[src/rtl/core/pcsc_pkg.sv]
// Shared types and constants for the pixel cluster shape classifier.
// Holds the coordinate widths, the shape codes and the cluster summary record.
// No dependencies.
package pcsc_pkg;

	// Coordinate widths and derived accumulator widths.
	localparam int U_BITS  = 8;
	localparam int V_BITS  = 10;
	localparam int SU_BITS = U_BITS + 2;
	localparam int SV_BITS = V_BITS + 2;

	// Pixel count saturates at five; sums cover the first three pixels.
	localparam int CNT_BITS = 3;
	localparam logic [CNT_BITS-1:0] CNT_SAT    = CNT_BITS'(5);
	localparam logic [CNT_BITS-1:0] SUM_TERMS  = CNT_BITS'(3);
	localparam logic [CNT_BITS-1:0] CNT_ONE    = CNT_BITS'(1);
	localparam logic [CNT_BITS-1:0] CNT_TWO    = CNT_BITS'(2);
	localparam logic [CNT_BITS-1:0] CNT_THREE  = CNT_BITS'(3);
	localparam logic [CNT_BITS-1:0] CNT_FOUR   = CNT_BITS'(4);

	// Depth of the summary queue between the front and back parts.
	localparam int QUEUE_DEPTH = 4;
	localparam int QPTR_BITS   = $clog2(QUEUE_DEPTH);
	localparam int QCNT_BITS   = $clog2(QUEUE_DEPTH + 1);

	// Shape codes.
	typedef enum logic [3:0] {
		SHAPE_NONE      = 4'd0,
		SHAPE_SINGLE    = 4'd1,
		SHAPE_2X1       = 4'd2,
		SHAPE_1X2       = 4'd3,
		SHAPE_DIAG      = 4'd4,
		SHAPE_ANTIDIAG  = 4'd5,
		SHAPE_NX1       = 4'd6,
		SHAPE_1XM       = 4'd7,
		SHAPE_NX2       = 4'd8,
		SHAPE_2XM       = 4'd9,
		SHAPE_2X2       = 4'd10,
		SHAPE_L         = 4'd11,
		SHAPE_L_MIR_U   = 4'd12,
		SHAPE_L_MIR_V   = 4'd13,
		SHAPE_L_MIR_UV  = 4'd14,
		SHAPE_EXTENDED  = 4'd15
	} shape_t;

	// Everything the back part needs to classify one finished cluster.
	typedef struct packed {
		logic [CNT_BITS-1:0] count;
		logic [U_BITS-1:0]   first_u;
		logic [V_BITS-1:0]   first_v;
		logic [SU_BITS-1:0]  sum_u;
		logic [SV_BITS-1:0]  sum_v;
		logic [U_BITS-1:0]   min_u;
		logic [U_BITS-1:0]   max_u;
		logic [V_BITS-1:0]   min_v;
		logic [V_BITS-1:0]   max_v;
	} cluster_sum_t;

	// Queue status seen by the front and back parts.
	typedef struct packed {
		logic full;
		logic empty;
	} queue_stat_t;

endpackage

[src/rtl/core/pcsc_front.sv]
// Front part of the shape classifier: accepts pixels and accumulates one cluster.
// Pushes a cluster summary into the queue on the last pixel.
// Depends on pcsc_pkg.
module pcsc_front
	import pcsc_pkg::*;
(
	input  logic                clk,
	input  logic                arst_n,
	input  logic                in_valid,
	output logic                in_stall,
	input  logic [U_BITS-1:0]   pixel_u,
	input  logic [V_BITS-1:0]   pixel_v,
	input  logic                last_pixel,
	input  queue_stat_t         q_stat,
	output logic                push,
	output cluster_sum_t        push_sum
);

	logic [CNT_BITS-1:0] cnt_q;
	logic [U_BITS-1:0]   first_u_q;
	logic [V_BITS-1:0]   first_v_q;
	logic [SU_BITS-1:0]  sum_u_q;
	logic [SV_BITS-1:0]  sum_v_q;
	logic [U_BITS-1:0]   min_u_q;
	logic [U_BITS-1:0]   max_u_q;
	logic [V_BITS-1:0]   min_v_q;
	logic [V_BITS-1:0]   max_v_q;

	logic         accept;
	cluster_sum_t nxt;

	// A pixel is taken whenever the queue has room for a possible summary.
	assign in_stall = q_stat.full;
	assign accept   = in_valid && !in_stall;

	// Cluster state including the pixel now on the input.
	always_comb begin
		nxt.count   = (cnt_q < CNT_SAT) ? cnt_q + CNT_ONE : cnt_q;
		nxt.first_u = (cnt_q == '0) ? pixel_u : first_u_q;
		nxt.first_v = (cnt_q == '0) ? pixel_v : first_v_q;
		nxt.sum_u   = (cnt_q < SUM_TERMS) ? sum_u_q + SU_BITS'(pixel_u) : sum_u_q;
		nxt.sum_v   = (cnt_q < SUM_TERMS) ? sum_v_q + SV_BITS'(pixel_v) : sum_v_q;
		nxt.min_u   = (pixel_u < min_u_q) ? pixel_u : min_u_q;
		nxt.max_u   = (pixel_u > max_u_q) ? pixel_u : max_u_q;
		nxt.min_v   = (pixel_v < min_v_q) ? pixel_v : min_v_q;
		nxt.max_v   = (pixel_v > max_v_q) ? pixel_v : max_v_q;
	end

	assign push     = accept && last_pixel;
	assign push_sum = nxt;

	// Accumulators; the last pixel of a cluster returns them to the empty state.
	always_ff @(posedge clk or negedge arst_n) begin
		if (!arst_n) begin
			cnt_q     <= '0;
			first_u_q <= '0;
			first_v_q <= '0;
			sum_u_q   <= '0;
			sum_v_q   <= '0;
			min_u_q   <= '1;
			max_u_q   <= '0;
			min_v_q   <= '1;
			max_v_q   <= '0;
		end else if (accept) begin
			if (last_pixel) begin
				cnt_q     <= '0;
				first_u_q <= '0;
				first_v_q <= '0;
				sum_u_q   <= '0;
				sum_v_q   <= '0;
				min_u_q   <= '1;
				max_u_q   <= '0;
				min_v_q   <= '1;
				max_v_q   <= '0;
			end else begin
				cnt_q     <= nxt.count;
				first_u_q <= nxt.first_u;
				first_v_q <= nxt.first_v;
				sum_u_q   <= nxt.sum_u;
				sum_v_q   <= nxt.sum_v;
				min_u_q   <= nxt.min_u;
				max_u_q   <= nxt.max_u;
				min_v_q   <= nxt.min_v;
				max_v_q   <= nxt.max_v;
			end
		end
	end

	// The count never passes its saturation point.
	assert property (@(posedge clk) disable iff (!arst_n) cnt_q <= CNT_SAT)
		else $error("pixel count above saturation");

	// A finished cluster leaves the accumulators empty.
	assert property (@(posedge clk) disable iff (!arst_n)
		push |=> (cnt_q == '0) && (min_u_q == '1) && (max_v_q == '0))
		else $error("cluster state not cleared after last pixel");

	// A summary always counts at least the pixel that closes it.
	assert property (@(posedge clk) disable iff (!arst_n) push |-> (push_sum.count != '0))
		else $error("summary pushed with zero pixels");

endmodule

[src/rtl/core/pcsc_queue.sv]
// Short queue of cluster summaries between the front and back parts.
// Lets the pixel input and the result output stall independently.
// Depends on pcsc_pkg.
module pcsc_queue
	import pcsc_pkg::*;
(
	input  logic         clk,
	input  logic         arst_n,
	input  logic         push,
	input  cluster_sum_t push_sum,
	input  logic         pop,
	output cluster_sum_t head,
	output queue_stat_t  stat
);

	cluster_sum_t         mem_q [QUEUE_DEPTH];
	logic [QPTR_BITS-1:0] wr_ptr_q;
	logic [QPTR_BITS-1:0] rd_ptr_q;
	logic [QCNT_BITS-1:0] cnt_q;

	assign stat.full  = (cnt_q == QCNT_BITS'(QUEUE_DEPTH));
	assign stat.empty = (cnt_q == '0);
	assign head       = mem_q[rd_ptr_q];

	// Storage; entries carry no reset.
	always_ff @(posedge clk) begin
		if (push) begin
			mem_q[wr_ptr_q] <= push_sum;
		end
	end

	// Pointers and fill level.
	always_ff @(posedge clk or negedge arst_n) begin
		if (!arst_n) begin
			wr_ptr_q <= '0;
			rd_ptr_q <= '0;
			cnt_q    <= '0;
		end else begin
			if (push) begin
				wr_ptr_q <= wr_ptr_q + QPTR_BITS'(1);
			end
			if (pop) begin
				rd_ptr_q <= rd_ptr_q + QPTR_BITS'(1);
			end
			if (push && !pop) begin
				cnt_q <= cnt_q + QCNT_BITS'(1);
			end else if (pop && !push) begin
				cnt_q <= cnt_q - QCNT_BITS'(1);
			end
		end
	end

	// No write into a full queue, no read from an empty one.
	assert property (@(posedge clk) disable iff (!arst_n) push |-> !stat.full)
		else $error("push into full queue");

	assert property (@(posedge clk) disable iff (!arst_n) pop |-> !stat.empty)
		else $error("pop from empty queue");

	// Pointer distance agrees with the fill level.
	assert property (@(posedge clk) disable iff (!arst_n)
		(wr_ptr_q - rd_ptr_q) == QPTR_BITS'(cnt_q))
		else $error("queue pointers disagree with fill level");

endmodule

[src/rtl/core/pcsc_back.sv]
// Back part of the shape classifier: classifies the summary at the queue head.
// Holds the shape code in an output register until the receiver takes it.
// Depends on pcsc_pkg.
module pcsc_back
	import pcsc_pkg::*;
(
	input  logic         clk,
	input  logic         arst_n,
	input  cluster_sum_t head,
	input  queue_stat_t  q_stat,
	output logic         pop,
	output logic         out_valid,
	input  logic         out_stall,
	output logic [3:0]   shape_code
);

	logic        out_valid_q;
	shape_t      code_q;
	shape_t      code;

	logic [U_BITS-1:0]  diff_u;
	logic [V_BITS-1:0]  diff_v;
	logic [SU_BITS-1:0] ku;
	logic [SV_BITS-1:0] kv;
	logic eu1, eu2, ev1, ev2;
	logic mu, mv, diag, ext22;
	shape_t by_ext;

	// Extents: max is never below min once a pixel has been counted.
	assign diff_u = head.max_u - head.min_u;
	assign diff_v = head.max_v - head.min_v;
	assign eu1    = (diff_u == '0);
	assign eu2    = (diff_u == U_BITS'(1));
	assign ev1    = (diff_v == '0);
	assign ev2    = (diff_v == V_BITS'(1));
	assign ext22  = eu2 && ev2;

	// Pixels at the maximum along each axis of an L: sum minus three times min.
	assign ku = head.sum_u - (SU_BITS'({head.min_u, 1'b0}) + SU_BITS'(head.min_u));
	assign kv = head.sum_v - (SV_BITS'({head.min_v, 1'b0}) + SV_BITS'(head.min_v));
	assign mu = (ku == SU_BITS'(1));
	assign mv = (kv == SV_BITS'(1));

	// Two pixels run diagonally when the first one is the lower in both axes.
	assign diag = (SU_BITS'({head.first_u, 1'b0}) < head.sum_u) &&
		(SV_BITS'({head.first_v, 1'b0}) < head.sum_v);

	// Classification by extents alone.
	always_comb begin
		if (ev1) begin
			by_ext = SHAPE_NX1;
		end else if (eu1) begin
			by_ext = SHAPE_1XM;
		end else if (ev2) begin
			by_ext = SHAPE_NX2;
		end else if (eu2) begin
			by_ext = SHAPE_2XM;
		end else begin
			by_ext = SHAPE_EXTENDED;
		end
	end

	// Full shape decision.
	always_comb begin
		if (head.count == CNT_ONE) begin
			code = SHAPE_SINGLE;
		end else if (head.count == CNT_TWO) begin
			if (eu2 && ev1) begin
				code = SHAPE_2X1;
			end else if (eu1 && ev2) begin
				code = SHAPE_1X2;
			end else if (diag) begin
				code = SHAPE_DIAG;
			end else begin
				code = SHAPE_ANTIDIAG;
			end
		end else if (head.count == CNT_THREE && ext22) begin
			if (mu && mv) begin
				code = SHAPE_L;
			end else if (mv) begin
				code = SHAPE_L_MIR_U;
			end else if (mu) begin
				code = SHAPE_L_MIR_V;
			end else begin
				code = SHAPE_L_MIR_UV;
			end
		end else if (head.count == CNT_FOUR && ext22) begin
			code = SHAPE_2X2;
		end else begin
			code = by_ext;
		end
	end

	// Take a summary when the output register is free or being emptied.
	assign pop = !q_stat.empty && (!out_valid_q || !out_stall);

	// Output register.
	always_ff @(posedge clk or negedge arst_n) begin
		if (!arst_n) begin
			out_valid_q <= 1'b0;
			code_q      <= SHAPE_NONE;
		end else if (pop) begin
			out_valid_q <= 1'b1;
			code_q      <= code;
		end else if (!out_stall) begin
			out_valid_q <= 1'b0;
		end
	end

	assign out_valid  = out_valid_q;
	assign shape_code = code_q;

	// A single-pixel cluster always comes out as single.
	assert property (@(posedge clk) disable iff (!arst_n)
		(pop && head.count == CNT_ONE) |=> (code_q == SHAPE_SINGLE))
		else $error("single pixel misclassified");

	// A valid result never carries the none code.
	assert property (@(posedge clk) disable iff (!arst_n) out_valid_q |-> (code_q != SHAPE_NONE))
		else $error("none code emitted");

	// A summary is never popped while a stalled result is still held.
	assert property (@(posedge clk) disable iff (!arst_n)
		(out_valid_q && out_stall) |-> !pop)
		else $error("result overwritten while stalled");

endmodule

[src/rtl/core/pixel_cluster_shape_classifier.sv]
// Pixel cluster shape classifier (top level).
// Channels: pixels enter on in_valid/in_stall with pixel_u, pixel_v, last_pixel;
// one shape code per cluster leaves on out_valid/out_stall with shape_code.
// A transaction completes at a rising edge with valid high and stall low.
// Every pixel transaction updates the cluster accumulators; only the
// transaction with last_pixel set produces a result.
// Throughput: one pixel per cycle while the summary queue is not full; clusters of any length
// including single pixels may follow back to back.
// A finished cluster summary is written into the summary queue and classified
// from there into the output register, where the shape code turns valid.
// When the receiver stalls, the code holds in the output register and up to
// four finished cluster summaries wait in the queue; in_stall rises only when
// that queue is full, which sets the depth of output back pressure absorbed.
// Reset (arst_n low) empties the queue, drops any held result and clears the
// partial cluster being accumulated.
// Depends on pcsc_pkg, pcsc_front, pcsc_queue, pcsc_back.
module pixel_cluster_shape_classifier
	import pcsc_pkg::*;
(
	input  logic              clk,
	input  logic              arst_n,
	input  logic              in_valid,
	output logic              in_stall,
	input  logic [U_BITS-1:0] pixel_u,
	input  logic [V_BITS-1:0] pixel_v,
	input  logic              last_pixel,
	output logic              out_valid,
	input  logic              out_stall,
	output logic [3:0]        shape_code
);

	queue_stat_t  q_stat;
	logic         push;
	logic         pop;
	cluster_sum_t push_sum;
	cluster_sum_t head;

	// Accumulation of the incoming cluster.
	pcsc_front u_front (
		.clk      (clk),
		.arst_n   (arst_n),
		.in_valid (in_valid),
		.in_stall (in_stall),
		.pixel_u  (pixel_u),
		.pixel_v  (pixel_v),
		.last_pixel(last_pixel),
		.q_stat   (q_stat),
		.push     (push),
		.push_sum (push_sum)
	);

	// Finished cluster summaries.
	pcsc_queue u_queue (
		.clk      (clk),
		.arst_n   (arst_n),
		.push     (push),
		.push_sum (push_sum),
		.pop      (pop),
		.head     (head),
		.stat     (q_stat)
	);

	// Classification and result register.
	pcsc_back u_back (
		.clk        (clk),
		.arst_n     (arst_n),
		.head       (head),
		.q_stat     (q_stat),
		.pop        (pop),
		.out_valid  (out_valid),
		.out_stall  (out_stall),
		.shape_code (shape_code)
	);

endmodule
[config.mk]
export PLATFORM = sky130hd
export DESIGN_NAME = pixel_cluster_shape_classifier
export DESIGN_NICKNAME = d
export VERILOG_FILES = /design/src/rtl/core/pcsc_pkg.sv /design/src/rtl/core/pcsc_front.sv /design/src/rtl/core/pcsc_queue.sv /design/src/rtl/core/pcsc_back.sv /design/src/rtl/core/pixel_cluster_shape_classifier.sv
export SDC_FILE = /design/constraint.sdc
export NUM_CORES = 1
export LEC_CHECK = 0
export BUFFER_PORTS_ARGS = -buffer_cell sky130_fd_sc_hd__buf_4
export CAP_MARGIN = 40
export CORE_MARGIN = 2
export CORE_UTILIZATION = 45
export CTS_CLUSTER_DIAMETER = 200
export CTS_CLUSTER_SIZE = 30
export DETAILED_ROUTE_END_ITERATION = 8
export HOLD_SLACK_MARGIN = 0.05
export SYNTH_ARGS = -nofsm -noshare
export SYNTH_HDL_FRONTEND = slang
export SYNTH_SLANG_ARGS = --single-unit
export TNS_END_PERCENT = 1
[constraint.sdc]
create_clock -name clk -period 4.9 [get_ports clk]
set_input_delay 0 -clock clk [delete_from_list [all_inputs] [get_ports clk]]
set_output_delay 0 -clock clk [all_outputs]
set_load 0.01 [all_outputs]
# [Yosys cells after proc, flatten, opt, wreduce, memory -nomap -nowiden]
# Memory sizes are Yosys's and may differ from the RTL's.
# Index checks and enable logic that the tools add are counted.
[totals] output_inout_bits=6 inputBits=23 memories=1 regBits=91 elab_cells=108 mem_bits_rw=316
[classes] n_reduce_logical=24 n_eq_ne=10 muxes=38 order_cmp=8 add_sub_neg=13
[memory_table] name="u_queue.mem_q" depth=4 word_bits=79 rd=1 rd_ports_with_merged_regs=0 wr=1 line="pcsc_queue.sv:16" source="cluster_sum_t mem_q [QUEUE_DEPTH];"
[op_table] operator="$mux W10" n=8
[op_table] operator="$mux W8" n=6
[op_table] operator="$mux W4" n=11
[op_table] operator="$mux W12" n=2
[op_table] operator="$eq A10 B1 Y1 const B" n=2
[op_table] operator="$sub A10 B10 Y10" n=2
[op_table] operator="$mux W3" n=5
[op_table] operator="$add A11 B10 Y12" n=1
[op_table] operator="$add A12 B10 Y12" n=1
[op_table] operator="$eq A12 B1 Y1 const B" n=1
[op_table] operator="$logic_and A1 B1 Y1" n=12
[op_table] operator="$lt A11 B12 Y1" n=1
[op_table] operator="$sub A12 B12 Y12" n=1
[op_table] operator="$add A10 B8 Y10" n=1
[op_table] operator="$add A9 B8 Y10" n=1
[op_table] operator="$gt A10 B10 Y1" n=1
[op_table] operator="$logic_not A10 Y1" n=1
[op_table] operator="$lt A10 B10 Y1" n=1
[op_table] operator="$lt A9 B10 Y1" n=1
[op_table] operator="$eq A8 B1 Y1 const B" n=1
[op_table] operator="$gt A8 B8 Y1" n=1
[op_table] operator="$logic_not A8 Y1" n=1
[op_table] operator="$lt A8 B8 Y1" n=1
[op_table] operator="$sub A8 B8 Y8" n=1
[op_table] operator="other kinds (15)" n=29

# [Depth between registers and ports, before layout]
# An unclocked memory read counts as a cell.
[depth] depth_word=11 depth_mapped=21 depth_no_buf=18

# [Modules after synthesis]
# Synthesis repeated with hierarchy kept, for this count alone.
[unflattened] cells_unflattened=1495 hier_area_um2=20711.1
[by_module_without_submodules] mod="pcsc_queue" cells_per_inst=447 area_each_um2=11873.9 n_inst=1
[by_module_without_submodules] mod="pcsc_front" cells_per_inst=666 area_each_um2=5883.1 n_inst=1
[by_module_without_submodules] mod="pcsc_back" cells_per_inst=382 area_each_um2=2954.1 n_inst=1

# [Worst setup path after synthesis]
# No wires, ideal clock.
[synth_path] path_kind="register -> register" startpoint="register u_queue.rd_ptr_q[0]" endpoint="register u_back.code_q[1] (netlist: u_back.shape_code[1])" setup_time_ns=0.083 required_time_ns=4.817 slack_ns=-0.393 synth_period_minus_slack_ns=5.293 arrival_ns=5.210 stages_incl_launch_ff=21 n_path_buf=3 path_cell_list="dfrtp_1 -> buf_6 -> buf_1 -> buf_1 -> mux4_2 -> fa_1 -> inv_1 -> ha_1 -> or2_2 -> a21oi_1 -> a31oi_1 -> nand3_1 -> a21boi_0 -> o21a_1 -> or4_1 -> a2111oi_0 -> ha_1 -> nand2_1 -> nand2_1 -> o21a_1 -> o21ai_0"
[synth_between] elab_chain_cells=11
[synth_rtl] item="start: declaration" line="pcsc_queue.sv:18" source="logic [QPTR_BITS-1:0] rd_ptr_q;"
[synth_rtl] item="start signal: assignment" line="pcsc_queue.sv:43" source="rd_ptr_q <= rd_ptr_q + QPTR_BITS'(1);"
[synth_rtl] item="$mem_v2 Z4 W79 *"
[synth_rtl] item="parallel branches: the longest is 9 deep, another holds $add A9 B8 Y10"
[synth_rtl] item="$mux W4 *" line="pcsc_back.sv:65" source="if (head.count == CNT_ONE) begin"
[synth_rtl] item="end signal: assignment" line="pcsc_back.sv:104" source="code_q <= code;"
[synth_rtl] item="end: declaration" line="pcsc_back.sv:18" source="shape_t code_q;"
# Mark *: on every way between the ends.
# A chain may end at the register's enable or synchronous reset.

# [Worst setup path after layout]
# Ends and elaborated chain as after synthesis.

==> out/results.txt <==
status = finished clean
Clock Skews = 25.84 ps
Synth Area in Adders = 0.09353
number of enable flip-flop cells after synthesis = 316
vias per cell = 5.647
CTS tree = done
Final setup viols = 0
Row Count = 77
first-pass GRT wire length = 70590 µm
Int Power = 9.717 mW
Starting DRT DRC Count = 814
min Tclk post-route = 4655 ps
Post-DRT Antenna Nets = 0
unrepaired setup endpoints after global routing = false
max_slew headroom = 0.4060
Synth Cell Area = 0.02028 mm²
Area Growth Syn to Fin = 9.754%
crit path from = u_queue.rd_ptr_q[0]
Psw = 6.727 mW
CP Max Fanout = 8
Crit path arrival time = 5140 ps
ANT cells = 0
PD cells = 738.7 mW/mm²
number of global-route vias before repair = 11930
share of synthesized cell area in and, or, nand and nor gates = 0.06108
Final #Nets = 1654
sequential area share after synthesis = 0.5813
TritonRoute pass-1 iters = 5
synth warn = 0
clk sink count = 407
Total Neg Setup Slack = 0 ps
DPL Wire Length = 30360 µm
final period utilization = 0.9499
Placer Congestion = 0.8154
Starting Density = 0.4576
layout cells sized above 1 = 0.1724
Clk Latency, worst-skew pair = 550 ps
Pleak = 8.466 nW
Post-Syn Area per Cell = 14.19 µm²
CORE AREA = 0.04432 mm²
final wirelength = 45250 µm
DIE WIDTH = 216.3 µm
Root Driver = clkbuf_16
Clk network pwr share = 0.103
post-synthesis xor/xnor area fraction = 0.01943
ys async rst share = 0.2236
reg2reg start = u_queue.rd_ptr_q[0]
proportion of synthesized area in mux cells = 0.1210
DRC = 0
clk slew on worst S/H paths = 130 ps
Slew @ Worst Pin = 881.6 ps
port bufs = 28
hold path start = out_stall
Required @ worst endpoint = 5380 ps
Seq cells post-synth = 407
Die ar. = 0.04678 mm²
Compound-Gate Fraction of Synth Area = 0.09020
Overall Global Routing Usage = 0.1971
hold_ws = 209.0 ps
Worst path slowest cell = mux4_2
Setup WS post-layout = 245.4 ps
peak supply drop = 0.4020 mV
CP Class = reg2reg
max incr delay on CP = 590 ps
Slew Viols, Final = 0
Worst Hold Class = in2reg
routed len/inst = 21.61 µm
Logic pwr share = 0.579
sequential share of power = 0.318
Vias = 11830
max_cap viols = 0
Max Freq = 214.8 MHz
Synth Flop Type = edfxtp_1
CTS Buf Count = 17
endpoint class of the critical path = flip-flop
Cells after Synth = 1429
H-tree depth = 1
critical-path cell list = mux4_2 -> fa_1 -> inv_1 -> ha_4 -> or2_2 -> a21oi_2 -> a31oi_1 -> nand3_1 -> a21boi_0 -> o21a_1 -> or4_1 -> a2111oi_2 -> buf_4 -> ha_1 -> nand2_1 -> nand2_1 -> o21a_1 -> o21ai_1
Mapped Nets = 1591
height of the die = 216.3 µm
sw frac = 0.4091
main combinational cell family by area after synthesis = multiplexers
largest net degree at the start of global routing = 54
initial antenna violation count = 0
Final Hold Fails = 0
Worst setup SP type = flip-flop
Congestion Overflow GR = 0
Clock Path Buffers = 3
I/O Pins = 29
pre-CTS WS = 68.89 ps
synth unique cells = 70
==> layout make-up <==
cell class                 count  area, µm²
timing repair buffer          92      858.3
clock buffer                  28      466.7
multi-input combinational    843       7889
clock inverter                 1      16.27
fill                        3785      22060
sequential                   407      11800
inverter                     131      491.7
tap                          592      740.7
==> cells in the mapped netlist (all sizes together) (15+ instances only) <==
cell type | instances | area (µm²)
o21ai | 77 | 385.4
ha | 118 | 1476
xor2 | 16 | 140.1
a21oi | 42 | 210.2
a22o | 23 | 201.4
nor2b | 17 | 106.4
mux2 | 54 | 608.1
a21o | 16 | 120.1
nor2 | 39 | 146.4
nand2 | 102 | 382.9
nor3 | 17 | 85.08
edfxtp | 316 | 9489
dfstp | 18 | 473.0
fa | 21 | 420.4
xnor2 | 29 | 254.0
o21a | 15 | 112.6
mux4 | 78 | 1775
clkbuf | 36 | 135.1
inv | 131 | 491.7
dfrtp | 73 | 1827
nand2b | 15 | 93.84
==> layer usage <==
| metal | track usage | part of all wire |
|---|---|---|
| met2 | 0.3059 | 0.45 |
| met3 | 0.01558 | 0.033 |
| met5 | 0 | 0 |
| met4 | 0.04224 | 0.018 |
| met1 | 0.3055 | 0.50 |
==> repair_timing <==
action,4_1_cts,5_1_grt
gates resized for setup,1,9
pin swaps,0,0
setup buffers,0,11
endpoints found under the hold margin,315,0
setup endpoints to repair,1,3
hold buffers,24,0
cloned,0,1
==> power by group through the flow <==
stage          logic, mW  clock network (mW)  registers [mW]
2_1_floorplan       6.92                   0            5.20
3_3_place_gp        9.06                   0            5.28
3_5_place_dp        9.21                   0            5.31
4_1_cts             9.30                1.75            5.23
5_1_grt             10.6                1.87            5.30
6_report            9.52                1.70            5.23
==> logic make-up (layout without fill, tap and decap cells) <==
| family | count (synthesis) | after routing |
|---|---|---|
| buffers and inverters | 179 | 252 |
| XOR/XNOR | 45 | 45 |
| AO/OA/AOI/OAI | 265 | 265 |
| adder cells (fa/ha/maj) | 139 | 139 |
| flip-flops | 407 | 407 |
| multiplexers | 139 | 139 |
| AND/OR/NAND/NOR | 255 | 255 |
==> through the flow <==
stage / power, mW / std cells / utilization / instance area [µm²]
after detailed placement: 14.52 / 2029 / 0.4827 / 21390
after CTS: 16.28 / 2082 / 0.4990 / 22120
after global placement: 14.34 / 2028 / 0.4821 / 21360
final: 16.44 / 2094 / 0.5023 / 22260
after global routing: 17.80 / 2094 / 0.5023 / 22260
after floorplan: 12.12 / 1429 / - / 20290
==> state kept, by name (all words and copies together) (netlist names) <==
signal,cells
u_queue.mem_q,316
u_front.min_u_q,8
u_front.first_u_q,8
u_front.max_u_q,8
u_front.first_v_q,10
u_front.cnt_q,3
u_queue.wr_ptr_q,2
u_back.shape_code,4
u_front.sum_u_q,10
u_front.max_v_q,10
u_queue.cnt_q,3
u_front.min_v_q,10
u_queue.rd_ptr_q,2
u_back.out_valid,1
u_front.sum_v_q,12
==> worst max-delay path: cells and delay by family, from the launching register on <==
family	cells	cell delay (ps)
fa+ha+maj	3	980
compound gates	7	1190
simple gates	5	1020
buf+inv	2	220
mux	1	590
flops	1	570
==> path summary, 6_finish.rpt <==
path | slack, ps | cells past startpoint | endpoint
setup reg to reg | 250 | 18 | u_back.shape_code[1]
max in group asynchronous | 3470 | 4 | u_front.min_v_q[2]
hold / removal | 210 | 4 | u_back.out_valid
min in group asynchronous | 570 | 4 | u_front.first_v_q[5]
hold reg to reg | 490 | 2 | u_front.first_v_q[6]
setup / recovery | 250 | 18 | u_back.shape_code[1]
==> placed cells by master (no fill, tap or decap), drive strengths merged, types with 4 or more instances in the layout <==
cell type    instances
fa                  21
xnor2               29
ha                 118
nand2b              15
and3                 8
a32o                11
nor2                39
a31oi                5
nand2              102
nor2b               17
o31ai                5
xor2                16
o22a                 9
a2bb2oi              9
a21oi               42
or3                  4
dlygate4sd3         24
nor3                17
mux2i                7
nand4                8
a22o                23
buf                 67
or4                  5
mux2                54
dfrtp               73
or2                  6
o21a                15
inv                131
clkbuf              29
a211oi              11
o21ai               77
dfstp               18
edfxtp             316
mux4                78
a21o                16
o211ai               9
nand3               14
o41ai                6
nand3b               4
Note: power is estimated with default switching activity, not from simulation.
